## src/hdl/shk_pkg.sv

```systemverilog
package shk_pkg;

    // Atoms with an index at or above this bound produce no key.
    localparam int unsigned MAX_ATOMS = 1048576;

    localparam int KEY_W   = 30;
    localparam int CELL_W  = 10;
    localparam int DIGITS  = KEY_W / 3;
    localparam int FRAC_W  = 56;
    localparam int TERM_W  = 57;
    localparam int APB_ADDR_W = 5;

    // Pipeline depth from an accepted start to the done strobe.
    localparam int PIPE_DEPTH = 11 + DIGITS;

    localparam logic [31:0] INV_RESET = 32'h0100_0000;

    localparam logic [31:0] SPREAD_M16 = 32'h0300_00FF;
    localparam logic [31:0] SPREAD_M8  = 32'h0300_F00F;
    localparam logic [31:0] SPREAD_M4  = 32'h030C_30C3;
    localparam logic [31:0] SPREAD_M2  = 32'h0924_9249;
    localparam logic [KEY_W-1:0] KEY_MASK = KEY_W'((32'h3FFF_FFFF / 7) >> 1);

    typedef enum logic [2:0] {
        REG_INV_X_LEN = 3'd0,
        REG_INV_Y_LEN = 3'd1,
        REG_INV_Z_LEN = 3'd2,
        REG_BOX_B_X   = 3'd3,
        REG_BOX_C_X   = 3'd4,
        REG_BOX_C_Y   = 3'd5
    } reg_idx_t;

    // State handed from one Hilbert digit cell to the next.
    typedef struct packed {
        logic [KEY_W-1:0] code;
        logic [KEY_W-1:0] acc;
        logic [1:0]       rot;
        logic [2:0]       flip;
    } hcell_t;

    // Places the ten bits of v at every third bit position.
    function automatic logic [KEY_W-1:0] spread3(input logic [CELL_W-1:0] v);
        logic [31:0] s;
        s = 32'(v);
        s = (s | (s << 16)) & SPREAD_M16;
        s = (s | (s << 8))  & SPREAD_M8;
        s = (s | (s << 4))  & SPREAD_M4;
        s = (s | (s << 2))  & SPREAD_M2;
        return s[KEY_W-1:0];
    endfunction

    // Prefix XOR from the top bit down, the last step of the Hilbert map.
    function automatic logic [KEY_W-1:0] gray_decode(input logic [KEY_W-1:0] a);
        logic [KEY_W-1:0] r;
        r = a;
        r = r ^ (r >> 1);
        r = r ^ (r >> 2);
        r = r ^ (r >> 4);
        r = r ^ (r >> 8);
        r = r ^ (r >> 16);
        return r;
    endfunction

    // Clamps a wide signed value to the signed 32-bit range.
    function automatic logic [31:0] sat32(input logic [58:0] v);
        logic [27:0] top;
        top = v[58:31];
        if (top == '0 || top == '1) begin
            return v[31:0];
        end
        return v[58] ? 32'h8000_0000 : 32'h7FFF_FFFF;
    endfunction

endpackage

```

## src/hdl/shk_scale.sv

```systemverilog
module shk_scale (
    input  logic                              clk,
    input  logic signed [31:0]                pos,
    input  logic        [31:0]                inv_len,
    output logic signed [shk_pkg::FRAC_W-1:0] frac
);

    logic signed [32:0] inv_s;
    logic signed [64:0] prod_next;
    logic        [63:0] prod_reg;

    // Q16.16 times Q8.24 gives 40 fraction bits; dropping 8 leaves 32.
    always_comb
    begin
        inv_s     = $signed({1'b0, inv_len});
        prod_next = pos * inv_s;
    end

    always_ff @(posedge clk)
    begin
        prod_reg <= prod_next[63:0];
    end

    assign frac = $signed(prod_reg[63:8]);

endmodule

```

## config.mk

```make
export PLATFORM = sky130hd
export DESIGN_NAME = shk_scale
export DESIGN_NICKNAME = d
export VERILOG_FILES = /design/src/hdl/shk_pkg.sv /design/src/hdl/shk_scale.sv
export SDC_FILE = /design/constraint.sdc
export NUM_CORES = 2
export LEC_CHECK = 0
export BUFFER_PORTS_ARGS = -buffer_cell sky130_fd_sc_hd__buf_2
export CORE_MARGIN = 8
export CORE_UTILIZATION = 47
export CTS_CLUSTER_SIZE = 40
export DETAILED_ROUTE_END_ITERATION = 8
export SLEW_MARGIN = 20
export SYNTH_ARGS = -nofsm -noshare
export SYNTH_HDL_FRONTEND = slang
export SYNTH_SLANG_ARGS = --single-unit
export TNS_END_PERCENT = 30
```

## constraint.sdc

```tcl
create_clock -name clk -period 11.17 [get_ports clk]
set_clock_uncertainty 0.2 [all_clocks]
set_input_delay 1.6755 -clock clk [delete_from_list [all_inputs] [get_ports clk]]
set_output_delay 1.6755 -clock clk [all_outputs]
set_load 0.01 [all_outputs]
```

==> metrics <==
status=complete, no violations; critical path class=in -> reg; final routed wire length divided by cell count=19.90 um; met2 Use GR=42.83%; final setup violating endpoints=0; sequential share of the synthesized area=3.236%; number of warnings reported in the yosys synthesis log=0; fraction of registers with async set/reset=0%; final critical-path share of the clock period=86.50%; overall die width=287.5 um; most utilized layer in the global route result=met2; number of pins with negative max-slew slack in the final report=0; EDFF count, synth=0; 1st-iter DRT viols=1,141; final net count=4,953; measured slew at the worst slew-check pin=0.8543 ns; gate count of the mapped netlist=3,761; total congestion overflow after global routing=0; Top FF cell, synth=dfxtp_1; Synth Area per Inst=9.210 um^2; Seq cells post-synth=56; Post-CTS Setup Bufs=0; post-detail-place hpwl=76,850 um; Worst setup EP type=flip-flop; Achievable Freq=103.5 MHz; worst setup slack after placement=1.399 ns; post-synthesis to final-layout area growth=3.789%; TritonCTS clock tree=yes; synth unique cells=65; register cell area after layout=0.001121 mm^2; total wirelength of the detailed-routed design=92,880 um; IO Port Bufs=120; Synth Net Count=5,009; Worst Hold Margin=2.104 ns; max-cap check violation count=0; met3 Resource Use GR=1.868%; setup repair after global routing missed its margin=false; Final Worst Setup Slack=1.508 ns; starting density of the core=47.48%; DRC=0; number of detailed-routing iterations run before antenna repair=7; required time of the critical path=11.17 ns; die footprint=0.08264 mm^2; vias in the first global route=26,460; Detail Route Antenna Nets=0; number of rows in the core area=99; Fin. Hold Viols=0; Root Driver=clkbuf_16; area of the multi-input gates=0.02926 mm^2; Arrival @ worst endpoint=9.66 ns; IO Count=121; Critical Path Fanout Max=32; most frequent cells in the layout=923 x inv_1, 896 x fa_1, 591 x and2_1; hold-critical path depth=6; startpoint types=primary input; number of levels the H-tree was split into=2; number of buffers added to fix hold violations after cts=0; total routing resource utilization after global routing=23.05%; layout cells sized above 1=4.614%; vias per inst=5.131; number of resized instances in the post-cts repair step=0; area of the core=0.07296 mm^2; total via count in the routed design=23,950; number of antenna violations at the first check in global routing=7; clock-pin slew reported for the worst setup and hold paths after clock tree synthesis=0.08 ns; met1 capacity usage during global routing=27.77%; number of buffers between clock root and the deepest sink=2; Cell Area, Synth=0.03464 mm^2; clock sink count=56; largest net degree at the start of global routing=33; max-slew headroom at the worst pin=43.05%; last weighted congestion value of the routability-driven placer=0.8874; fillers=6,989; most frequent standard cell in the layout excluding fill and tap cells=inv_1; wire length of the first global-routing pass=148,100 um; CTS buffer count=5; Hold/Removal Path Class=in -> reg; die span in y=287.5 um; number of flip-flops under the largest register name=56; crit path time final=9.662 ns; total negative slack for setup checks=0 ns
synthesized netlist by cell type, types with 2 or more instances:
cell type | number | area, um^2
inv_1 | 923 | 3465
fa_1 | 896 | 17940
and2_1 | 591 | 3697
nand2_1 | 452 | 1697
ha_1 | 287 | 3591
clkbuf_1 | 197 | 739.5
a21oi_1 | 70 | 350.3
dfxtp_1 | 56 | 1121
xnor2_1 | 40 | 350.3
o21ai_0 | 35 | 175.2
nor2_1 | 32 | 120.1
xor2_1 | 23 | 201.4
nor2b_1 | 20 | 125.1
a21o_1 | 15 | 112.6
nand2b_1 | 15 | 93.84
nand4_1 | 13 | 81.33
o21bai_1 | 11 | 82.58
nand3_1 | 7 | 35.03
o21a_1 | 7 | 52.55
and3_1 | 6 | 37.54
a31oi_1 | 5 | 31.28
o21ai_1 | 4 | 20.02
a21o_2 | 3 | 26.28
a21oi_2 | 3 | 26.28
nor3_1 | 3 | 15.01
a2111oi_0 | 2 | 17.52
a211o_1 | 2 | 17.52
a211o_2 | 2 | 20.02
a211oi_1 | 2 | 15.01
a221o_1 | 2 | 20.02
clkbuf_8 | 2 | 27.53
o31ai_1 | 2 | 15.01
critical path, stage by stage:
cell      delay (ns)
buf_2           0.55
and2_1          0.28
fa_1            0.46
fa_1            0.49
inv_1           0.05
fa_1            0.49
fa_1            0.56
inv_1           0.05
fa_1            0.50
inv_1           0.06
fa_1            0.55
inv_1           0.05
fa_1            0.38
fa_1            0.48
ha_1            0.38
a21oi_2         0.24
o21bai_1        0.08
a21oi_1         0.19
nor2_1          0.06
a211oi_1        0.30
nor3b_1         0.60
o221ai_1        0.36
a21oi_1         0.30
o211a_1         0.23
o21ai_1         0.08
xor2_1          0.14
cell families (layout without fill, tap and decap cells):
kind of cell | after synthesis | after routing | share of synthesized area [%]
xor gates and xnor gates | 63 | 63 | 1.593
DFF | 56 | 56 | 3.236
AOI/OAI and AO/OA | 181 | 181 | 3.356
buffers and inverters | 1125 | 1070 | 12.28
and+or+nand+nor | 1153 | 1153 | 17.38
other | 0 | 3 | 0
adders and majority gates | 1183 | 1183 | 62.15
metal layers:
| metal | routed length, um | part of all wire, % |
|---|---|---|
| met5 | 0 | 0 |
| met4 | 3955 | 4.3 |
| met3 | 3119 | 3.4 |
| met2 | 49610 | 53 |
| met1 | 36200 | 39 |
layout make-up:
class                      count  share of cell area, %
antenna                        3                0.02088
inverter                     923                  9.637
multi-input combinational   2580                  81.39
timing repair buffer         139                  2.067
clock inverter                 2                0.03828
clock buffer                   6                 0.3863
sequential                    56                  3.118
tap                          959                  3.338
per-stage QoR:
stage | instance area [um^2] | std cells | utilization, %
CTS | 35940 | 4665 | 49.27
global route | 35950 | 4666 | 49.27
floorplan | 34640 | 3761 | -
detailed placement | 35790 | 4657 | 49.06
finish | 35950 | 4668 | 49.28
global placement | 35790 | 4657 | 49.06
path summary, 6_finish.rpt:
| check | from | to | slack, ns |
|---|---|---|---|
| worst max-delay path | inv_len[15] | prod_reg[58] | 1.51 |
| worst min-delay path | pos[0] | prod_reg[8] | 2.10 |
Power is not shown: default switching activity piles up to over one toggle a cycle in this logic, so the estimate is an artifact.
