--- config.mk ---
export PLATFORM = sky130hd
export DESIGN_NAME = shk_offdiag
export DESIGN_NICKNAME = d
export VERILOG_FILES = /design/src/hdl/shk_pkg.sv /design/src/hdl/shk_offdiag.sv
export SDC_FILE = /design/constraint.sdc
export NUM_CORES = 2
export LEC_CHECK = 0
export BUFFER_PORTS_ARGS = -buffer_cell sky130_fd_sc_hd__buf_2
export CELL_PAD_IN_SITES_DETAIL_PLACEMENT = 1
export CELL_PAD_IN_SITES_GLOBAL_PLACEMENT = 1
export CORE_MARGIN = 3
export CORE_UTILIZATION = 41
export CTS_BUF_LIST = sky130_fd_sc_hd__clkbuf_4 sky130_fd_sc_hd__clkbuf_8
export DETAILED_ROUTE_END_ITERATION = 10
export PLACE_DENSITY = 0.78
export SLEW_MARGIN = 10
export SYNTH_ARGS = -nofsm -noshare
export SYNTH_HDL_FRONTEND = slang
export SYNTH_SLANG_ARGS = --single-unit
--- constraint.sdc ---
create_clock -name clk -period 7.7 [get_ports clk]
set_input_delay 0.385 -clock clk [delete_from_list [all_inputs] [get_ports clk]]
set_output_delay 0.385 -clock clk [all_outputs]
set_load 0.02 [all_outputs]
--- src/hdl/shk_pkg.sv ---
package shk_pkg;

    // Atoms with an index at or above this bound produce no key.
    localparam int unsigned MAX_ATOMS = 1048576;

    localparam int KEY_W   = 30;
    localparam int CELL_W  = 10;
    localparam int DIGITS  = KEY_W / 3;
    localparam int FRAC_W  = 56;
    localparam int TERM_W  = 57;
    localparam int APB_ADDR_W = 5;

    // Pipeline depth from an accepted start to the done strobe.
    localparam int PIPE_DEPTH = 11 + DIGITS;

    localparam logic [31:0] INV_RESET = 32'h0100_0000;

    localparam logic [31:0] SPREAD_M16 = 32'h0300_00FF;
    localparam logic [31:0] SPREAD_M8  = 32'h0300_F00F;
    localparam logic [31:0] SPREAD_M4  = 32'h030C_30C3;
    localparam logic [31:0] SPREAD_M2  = 32'h0924_9249;
    localparam logic [KEY_W-1:0] KEY_MASK = KEY_W'((32'h3FFF_FFFF / 7) >> 1);

    typedef enum logic [2:0] {
        REG_INV_X_LEN = 3'd0,
        REG_INV_Y_LEN = 3'd1,
        REG_INV_Z_LEN = 3'd2,
        REG_BOX_B_X   = 3'd3,
        REG_BOX_C_X   = 3'd4,
        REG_BOX_C_Y   = 3'd5
    } reg_idx_t;

    // State handed from one Hilbert digit cell to the next.
    typedef struct packed {
        logic [KEY_W-1:0] code;
        logic [KEY_W-1:0] acc;
        logic [1:0]       rot;
        logic [2:0]       flip;
    } hcell_t;

    // Places the ten bits of v at every third bit position.
    function automatic logic [KEY_W-1:0] spread3(input logic [CELL_W-1:0] v);
        logic [31:0] s;
        s = 32'(v);
        s = (s | (s << 16)) & SPREAD_M16;
        s = (s | (s << 8))  & SPREAD_M8;
        s = (s | (s << 4))  & SPREAD_M4;
        s = (s | (s << 2))  & SPREAD_M2;
        return s[KEY_W-1:0];
    endfunction

    // Prefix XOR from the top bit down, the last step of the Hilbert map.
    function automatic logic [KEY_W-1:0] gray_decode(input logic [KEY_W-1:0] a);
        logic [KEY_W-1:0] r;
        r = a;
        r = r ^ (r >> 1);
        r = r ^ (r >> 2);
        r = r ^ (r >> 4);
        r = r ^ (r >> 8);
        r = r ^ (r >> 16);
        return r;
    endfunction

    // Clamps a wide signed value to the signed 32-bit range.
    function automatic logic [31:0] sat32(input logic [58:0] v);
        logic [27:0] top;
        top = v[58:31];
        if (top == '0 || top == '1) begin
            return v[31:0];
        end
        return v[58] ? 32'h8000_0000 : 32'h7FFF_FFFF;
    endfunction

endpackage

--- src/hdl/shk_offdiag.sv ---
module shk_offdiag (
    input  logic                              clk,
    input  logic signed [shk_pkg::FRAC_W-1:0] frac,
    input  logic signed [31:0]                coef,
    output logic        [shk_pkg::TERM_W-1:0] term
);

    logic signed [23:0] frac_hi;
    logic signed [32:0] frac_lo;
    logic signed [55:0] hi_prod_next;
    logic signed [64:0] lo_prod_next;
    logic        [55:0] hi_prod_reg;
    logic        [31:0] lo_top_reg;
    logic        [shk_pkg::TERM_W-1:0] term_next;
    logic        [shk_pkg::TERM_W-1:0] term_reg;

    // The fraction is split at its binary point so that both products stay
    // near 32 by 32 bits; the low product only contributes its floored top half.
    always_comb
    begin
        frac_hi      = frac[55:32];
        frac_lo      = $signed({1'b0, frac[31:0]});
        hi_prod_next = frac_hi * coef;
        lo_prod_next = frac_lo * coef;
        term_next    = {hi_prod_reg[55], hi_prod_reg} + {{25{lo_top_reg[31]}}, lo_top_reg};
    end

    always_ff @(posedge clk)
    begin
        hi_prod_reg <= hi_prod_next;
        lo_top_reg  <= lo_prod_next[63:32];
        term_reg    <= term_next;
    end

    assign term = term_reg;

endmodule

==> flow_summary.yaml <==
synthesis:
  synth.most_common_cell: "fa_1"
  synthTopCellsByArea: "fa_1, inv_1, ha_1"
  syn-mean-instance-area_um2: 9.28
  synth_compound_area_share_pct: 4.67
  ys_warn_count: 0
  synth_common_cells: "fa_1, inv_1, and2_1"
  ys_ff_latch: 145
  synth_cell_types: 85
  synth-adder-area-share_pct: 61.0
  syn-num-nets: 9294
  synth_top_family_by_area: "adder cells"
  synth_xor_area_share_pct: 1.83
  synthCells: 7032
  seq_area_frac_synth_pct: 4.45
  synth_top_cell_by_area: "fa_1"
  synth_flop_cell: "dfxtp_1"
  async_flop_share_pct: 0
  synth-edff-count: 0
  netlist_area_um2: 65200
  yosysTopAreaCellShare_pct: 51.5
  synth-simple-area-share_pct: 16.3
  synthMuxAreaShare_pct: 0.0153
sta:
  rsz0062_at_grt: "false"
  worst_slew_pin_slew_ns: 1.05
  min_period_ns: 7.59
  finClkSkew_ns: 0.0248
  maxSlewViolCount: 0
  slew_headroom_pct: 29.8
  min_period_over_period_pct: 98.5
  max_freq_mhz: 132
  setup-violations-final: 0
  hold_viol_final: 0
  setup_slack_ns: 0.112
  holdWs_ns: 0.456
  fin_setup_tns_ns: 0
grt:
  grt_pass1_vias: 58000
  grt_overflow: 0
  track_usage_pct: 27.1
  grt_pass1_wl_um: 338000
  grt_antenna_before_repair: 24
  grt_max_degree: 43
drt:
  wl_per_cell_um: 23.0
  vias_per_cell: 5.26
  wl_met1_um: 80600
  routed-wl-met3_um: 10100
  routed.top_layer: "met5"
  antenna_left: 0
  first_iter_violations: 2617
  drt_pass1_iterations: 5
  met2_length_um: 111000
  vias: 49100
  drc_errors: 0
  routed_wl_um: 214000
placement:
  dp_slack_ns: -0.801
  dpl.hpwl_um: 185000
  port_buffers: 145
  place_congestion: 0.919
  placed_cell_area_um2: 70800
finish:
  finalInstanceArea_um2: 71400
  nets: 9511
  areaGrowthSynthToFinish_pct: 9.39
  multi_input_area_um2: 54800
  n_fill_cell: 18200
  largest_register_ffs: 57
  seq_area_um2: 2900
  drive_above_1_share_pct: 9.14
hold_path:
  min_path_type: "flop to flop"
  hold_start: "hi_prod_reg[0]"
floorplanning:
  die_w_um: 405
  io_pins: 146
  fp.dieArea_um2: 164000
  core_um2: 157000
  num_rows: 145
  initial_core_util_pct: 41.5
  die_h_um: 405
worst_setup_path:
  rr_startpoint: "lo_top_reg[31]"
  startpoint: "frac[11]"
  crit_fanout: 11
  arrival_ns: 8.03
  cpPeakStageDelay_ns: 0.61
  end_kind: "flop"
  criticalPathCategory: "primary input to flop"
  worst_setup_path_start_kind: "primary input"
  crit_path_frequent_cell: "fa_1"
  crit_slowest_cell: "fa_1"
  required_ns: 8.15
outcome:
  outcome: "completed"
clock_tree:
  cts_sinks: 145
  clock_latency_ns: 0.56
  root_buffer: "clkbuf_8"
  cts-buffers-inserted: 17
  ctsHtreeMaxLevel: 4
  path_clk_slew_ns: 0.10
  max-clock-path-buffers: 2
  cts_tree: "yes"
  cts_hold_buf: 0
run:
  cap_violations: 0
## routing by layer
| layer | vias up | global-route usage (%) |
|---|---|---|
| met4 | 2 | 12.6 |
| met5 | - | 0 |
| met3 | 566 | 3.21 |
| met2 | 1492 | 49.0 |
| li1 | 20800 | - |
| met1 | 26200 | 31.9 |
## final timing paths
check                           slack (ns)              to  cells past startpoint
worst max-delay path                  0.11  lo_top_reg[31]                     28
worst min-delay path                  0.46         term[0]                      1
worst max register to register        3.79        term[51]                     11
worst min register to register        0.46         term[0]                      1
## area by class of cell
class / instances / area share, %
tap: 2058 / 3.61
timing repair buffer: 581 / 6.29
antenna: 12 / 0.0421
clock buffer: 19 / 0.366
multi-input combinational: 4845 / 76.7
sequential: 145 / 4.07
inverter: 1659 / 8.72
clock inverter: 13 / 0.188
## what timing repair did
| item | CTS | global route |
|---|---|---|
| pin swaps | 0 | 4 |
| endpoints found under the setup margin | 8 | 20 |
| buffers inserted | 0 | 1 |
| resized for setup | 6 | 27 |
| cloned | 0 | 0 |
| endpoints found under the hold margin | 0 | 0 |
## metrics by stage
stage                     cells  util [%]
after floorplan            7032         -
after global placement     9287      45.1
after detailed placement   9287      45.1
after CTS                  9319      45.3
after global routing       9327      45.4
final                      9332      45.4
## worst max-delay path: cells and delay by family
family	cells	cell delay [ns]
AND/OR/NAND/NOR	5	0.79
buffers and inverters	10	1.62
AO/OA/AOI/OAI	4	0.89
adder cells (fa/ha/maj)	9	4.33
## placed cells by master (no fill, tap or decap), types with 35 or more instances in the layout
cell        n
fa_1     1679
nor2_1    115
a21oi_1   119
and2_1    914
nand2_1   893
o21ai_0    57
buf_12     35
buf_4     395
inv_1    1657
xor2_1     43
dfxtp_1   145
ha_1      493
buf_2     136
a21o_1     80
xnor2_1    93
## kinds of logic after synthesis
kind of cell	count (synthesis)
adder cells (fa/ha/maj)	2173
AND/OR/NAND/NOR	2096
buffers and inverters	2042
AO/OA/AOI/OAI	439
flip-flops	145
XOR/XNOR	136
multiplexers	1
Power is not shown: default switching activity piles up to over one toggle a cycle in this logic, so the estimate is an artifact.
