[src/hdl/shk_pkg.sv]
package shk_pkg;

    // Atoms with an index at or above this bound produce no key.
    localparam int unsigned MAX_ATOMS = 1048576;

    localparam int KEY_W   = 30;
    localparam int CELL_W  = 10;
    localparam int DIGITS  = KEY_W / 3;
    localparam int FRAC_W  = 56;
    localparam int TERM_W  = 57;
    localparam int APB_ADDR_W = 5;

    // Pipeline depth from an accepted start to the done strobe.
    localparam int PIPE_DEPTH = 11 + DIGITS;

    localparam logic [31:0] INV_RESET = 32'h0100_0000;

    localparam logic [31:0] SPREAD_M16 = 32'h0300_00FF;
    localparam logic [31:0] SPREAD_M8  = 32'h0300_F00F;
    localparam logic [31:0] SPREAD_M4  = 32'h030C_30C3;
    localparam logic [31:0] SPREAD_M2  = 32'h0924_9249;
    localparam logic [KEY_W-1:0] KEY_MASK = KEY_W'((32'h3FFF_FFFF / 7) >> 1);

    typedef enum logic [2:0] {
        REG_INV_X_LEN = 3'd0,
        REG_INV_Y_LEN = 3'd1,
        REG_INV_Z_LEN = 3'd2,
        REG_BOX_B_X   = 3'd3,
        REG_BOX_C_X   = 3'd4,
        REG_BOX_C_Y   = 3'd5
    } reg_idx_t;

    // State handed from one Hilbert digit cell to the next.
    typedef struct packed {
        logic [KEY_W-1:0] code;
        logic [KEY_W-1:0] acc;
        logic [1:0]       rot;
        logic [2:0]       flip;
    } hcell_t;

    // Places the ten bits of v at every third bit position.
    function automatic logic [KEY_W-1:0] spread3(input logic [CELL_W-1:0] v);
        logic [31:0] s;
        s = 32'(v);
        s = (s | (s << 16)) & SPREAD_M16;
        s = (s | (s << 8))  & SPREAD_M8;
        s = (s | (s << 4))  & SPREAD_M4;
        s = (s | (s << 2))  & SPREAD_M2;
        return s[KEY_W-1:0];
    endfunction

    // Prefix XOR from the top bit down, the last step of the Hilbert map.
    function automatic logic [KEY_W-1:0] gray_decode(input logic [KEY_W-1:0] a);
        logic [KEY_W-1:0] r;
        r = a;
        r = r ^ (r >> 1);
        r = r ^ (r >> 2);
        r = r ^ (r >> 4);
        r = r ^ (r >> 8);
        r = r ^ (r >> 16);
        return r;
    endfunction

    // Clamps a wide signed value to the signed 32-bit range.
    function automatic logic [31:0] sat32(input logic [58:0] v);
        logic [27:0] top;
        top = v[58:31];
        if (top == '0 || top == '1) begin
            return v[31:0];
        end
        return v[58] ? 32'h8000_0000 : 32'h7FFF_FFFF;
    endfunction

endpackage

[src/hdl/shk_hcell.sv]
module shk_hcell (
    input  logic            clk,
    input  shk_pkg::hcell_t state_in,
    output shk_pkg::hcell_t state_out
);

    logic [2:0]      digit;
    logic [2:0]      rdigit;
    logic [2:0]      rot_sum;
    logic [1:0]      rot_inc;
    shk_pkg::hcell_t state_next;
    shk_pkg::hcell_t state_reg;

    always_comb
    begin
        digit = state_in.code[shk_pkg::KEY_W-1 -: 3] ^ state_in.flip;

        case (state_in.rot)
            2'd1:    rdigit = {digit[0], digit[2:1]};
            2'd2:    rdigit = {digit[1:0], digit[2]};
            default: rdigit = digit;
        endcase

        // The lowest set bit of the rotated digit, limited to its two low bits, adds
        // its position plus one to the rotation, besides the step of one every digit adds.
        if (rdigit[0]) begin
            rot_inc = 2'd1;
        end
        else if (rdigit[1]) begin
            rot_inc = 2'd2;
        end
        else begin
            rot_inc = 2'd0;
        end
        rot_sum = 3'(state_in.rot) + 3'(rot_inc) + 3'd1;

        case (state_in.rot)
            2'd1:    state_next.flip = 3'b010;
            2'd2:    state_next.flip = 3'b100;
            default: state_next.flip = 3'b001;
        endcase

        state_next.rot  = (rot_sum >= 3'd3) ? 2'(rot_sum - 3'd3) : rot_sum[1:0];
        state_next.code = {state_in.code[shk_pkg::KEY_W-4:0], 3'b000};
        state_next.acc  = {state_in.acc[shk_pkg::KEY_W-4:0], rdigit};
    end

    always_ff @(posedge clk)
    begin
        state_reg <= state_next;
    end

    assign state_out = state_reg;

endmodule

[config.mk]
export PLATFORM = sky130hd
export DESIGN_NAME = shk_hcell
export DESIGN_NICKNAME = d
export VERILOG_FILES = /design/src/hdl/shk_pkg.sv /design/src/hdl/shk_hcell.sv
export SDC_FILE = /design/constraint.sdc
export NUM_CORES = 1
export LEC_CHECK = 0
export BUFFER_PORTS_ARGS = -buffer_cell sky130_fd_sc_hd__buf_2
export CORE_ASPECT_RATIO = 1.2
export CORE_MARGIN = 10
export CORE_UTILIZATION = 36
export CTS_CLUSTER_SIZE = 14
export DETAILED_ROUTE_END_ITERATION = 10
export PLACE_DENSITY = 0.77
export SYNTH_ARGS = -nofsm -noshare
export SYNTH_HDL_FRONTEND = slang
export SYNTH_SLANG_ARGS = --single-unit
export TNS_END_PERCENT = 100
[constraint.sdc]
create_clock -name clk -period 4.3 [get_ports clk]
set_clock_uncertainty 0.1 [all_clocks]
set_input_delay 0.86 -clock clk [delete_from_list [all_inputs] [get_ports clk]]
set_output_delay 0.86 -clock clk [all_outputs]
set_load 0.005 [all_outputs]
==> flow_summary.ini <==
[detailed_routing]
detailed_route_wire_length_mm = 4.35
drt-wirelength-per-cell_um = 15.1
detailedRoute.firstPassIterationCount = 4
detail_route.iter0.violations = 30
routed-via-count = 1170
detail_route.vias_per_cell = 4.05
drc = 0
final_antenna_violating_net_count = 0

[finish]
cell_area_after_layout_um2 = 2380
fill_cells = 370
drive_gt1_frac = 0.596
fin_cells = 289
multiInputGateArea_um2 = 238
total_area_of_sequential_cells_um2 = 1240
flow.area_growth_from_synthesis_pct = 58.0
nets = 302
ant_cells = 0
largest_register_ff_count = 62

[place]
place.port_buffers = 124
place.gp.congestion = 0.686
placed_wire_length_estimate_mm = 3.69
post_dp_cell_area_um2 = 2180
dpl.cell_count = 273

[global_routing]
grt.total_usage = 0.123
grt_first_pass_wirelength_mm = 6.57
grt_start_max_net_pins = 11
grt_pass1_vias = 1288
number_of_antenna_violations_at_the_first_check_in_global_routing = 2
grt_overflow_total = 0

[worst_setup_path]
setup.worst_path.end_class = flip-flop
critPathArrivalTime_ns = 3.35
cp-start-kind = input port
critical_path_class = in2reg
worstPathMaxFanout = 9
critical_path_required_ns = 4.42

[timing]
rsz0062_at_grt = false
setup_tns_ns = 0
final_hold_viol_count = 0
layout_worst_path_cycle_share = 0.750
setup_viol_count_final = 0
layout_min_cycle_time_ns = 3.22
max_frequency_ghz = 0.310
report.final.slew_viol_count = 0

[synthesis]
synthFlopType = dfxtp_1
async_flop_share = 0
yosysWarningCount = 0
yosysTopAreaCell = dfxtp_1
ys_seq_area_frac = 0.823
synth_top_area_share = 0.823
synth.lib_cells_used.distinct = 22
postSynthAreaPerCell_um2 = 15.7
synth_edf_count = 0
syn_inst = 96
mappedNetlistArea_um2 = 1510
synth.ff_latch_count = 62
synth.top_cells.by_area = dfxtp_1 82%, ha_1 4.1%, buf_4 1.5%, fa_1 1.3%, xor2_1 1.2%

[floorplan]
design.core.area_um2 = 4000
ioPinCount = 131
die_h_um = 90.9
design.die.area_um2 = 7190
initial_utilization = 0.377
row_count = 25
die_width_um = 79.1

[run_status]
run_status = finished clean

[pwr]
power.share.clock = 0.402
power.combinational.fraction = 0.097
swShare = 0.215
leakage_nw = 1.24
intPower_mw = 0.982
total_design_power_mw = 1.25
max-vdd-ir-drop_uv = 264
netSwitchingPower_mw = 0.268
power.share.sequential = 0.500
p_per_area_nw_per_um2 = 524

[clocking]
holdBufCountCts = 0
maximum_number_of_buffers_from_clock_root_to_sink = 2
count_of_clock_tree_sinks = 62
path_clk_slew_ns = 0.06
tritoncts_clock_tree = built
cts-resized-gates = 0
ctsHtreeMaxLevel = 3
clock_tree.root_cell = clkbuf_8
cts_inserted_buffers = 9
post_cts_buffers = 0

[run]
max_cap_violations = 0

[hold_path]
hold_class = in2reg
==> power by group through the flow <==
stage / logic, mW / registers, mW / clock network, mW
6_report: 0.122 / 0.625 / 0.503
2_1_floorplan: 0.0402 / 0.645 / 0
5_1_grt: 0.139 / 0.629 / 0.543
3_3_place_gp: 0.121 / 0.637 / 0
4_1_cts: 0.125 / 0.626 / 0.518
3_5_place_dp: 0.125 / 0.638 / 0
==> through the flow <==
stage                     utilization  setup slack [ns]  hold slack [ns]
after floorplan                     -             0.995            0.788
after global placement          0.545             0.782            0.862
after detailed placement        0.545             0.716            0.864
after CTS                       0.595              1.08            0.511
after global routing            0.595             0.934            0.508
final                           0.595              1.08            0.527
==> synth_stat cells (2+ instances only) <==
cell / number
dfxtp_1: 62
ha_1: 5
inv_1: 4
buf_4: 3
a21oi_1: 2
nor2b_1: 2
o21ai_0: 2
xor2_1: 2
==> metal layers <==
layer  share of wire  wire [um]  GRT usage
met5          0.0041         18          0
met1            0.32       1380     0.0981
met2            0.52       2280      0.212
met4           0.020         85     0.0629
met3            0.13        584     0.0916
==> cell families after synthesis <==
group                    share of synthesized area
AO/OA/AOI/OAI                               0.0498
XOR/XNOR                                    0.0174
adder cells (fa/ha/maj)                     0.0547
buffers and inverters                       0.0249
flip-flops                                   0.823
other                                      0.00249
AND/OR/NAND/NOR                             0.0282
==> critical path: stages <==
cell	delay (ns)
buf_2	0.10
inv_1	0.07
ha_1	0.40
or3b_4	0.44
a221oi_2	0.28
fa_1	0.48
ha_1	0.22
or3_1	0.39
o21a_1	0.11
==> final timing paths <==
check	startpoint	endpoint	slack (ns)	depth (start not counted)
max	state_in[3]	state_out[4]	1.08	9
min	state_in[22]	state_out[25]	0.53	1
==> area by class of cell <==
cell class	count	area share
clock inverter	3	0.0178
clock buffer	13	0.0667
multi-input combinational	29	0.0997
tap	54	0.0283
sequential	62	0.521
inverter	4	0.00630
timing repair buffer	124	0.260
==> placed cells by master, fill, tap and decap left out, drive strengths merged <==
cell and instances:
buf 124, dfxtp 62, clkbuf 13, ha 5, inv 4, conb 3, xor2 2, nor2b 2
a21oi 2, o21ai 2, a221oi 2, xnor2 1, nor2 1, a22o 1, a21o 1, or3b 1
a22oi 1, or3 1, nand2 1, nor3 1, o21a 1, fa 1, clkinvlp 1, clkinv 1
bufinv 1
(Power assumes the default switching activity.)
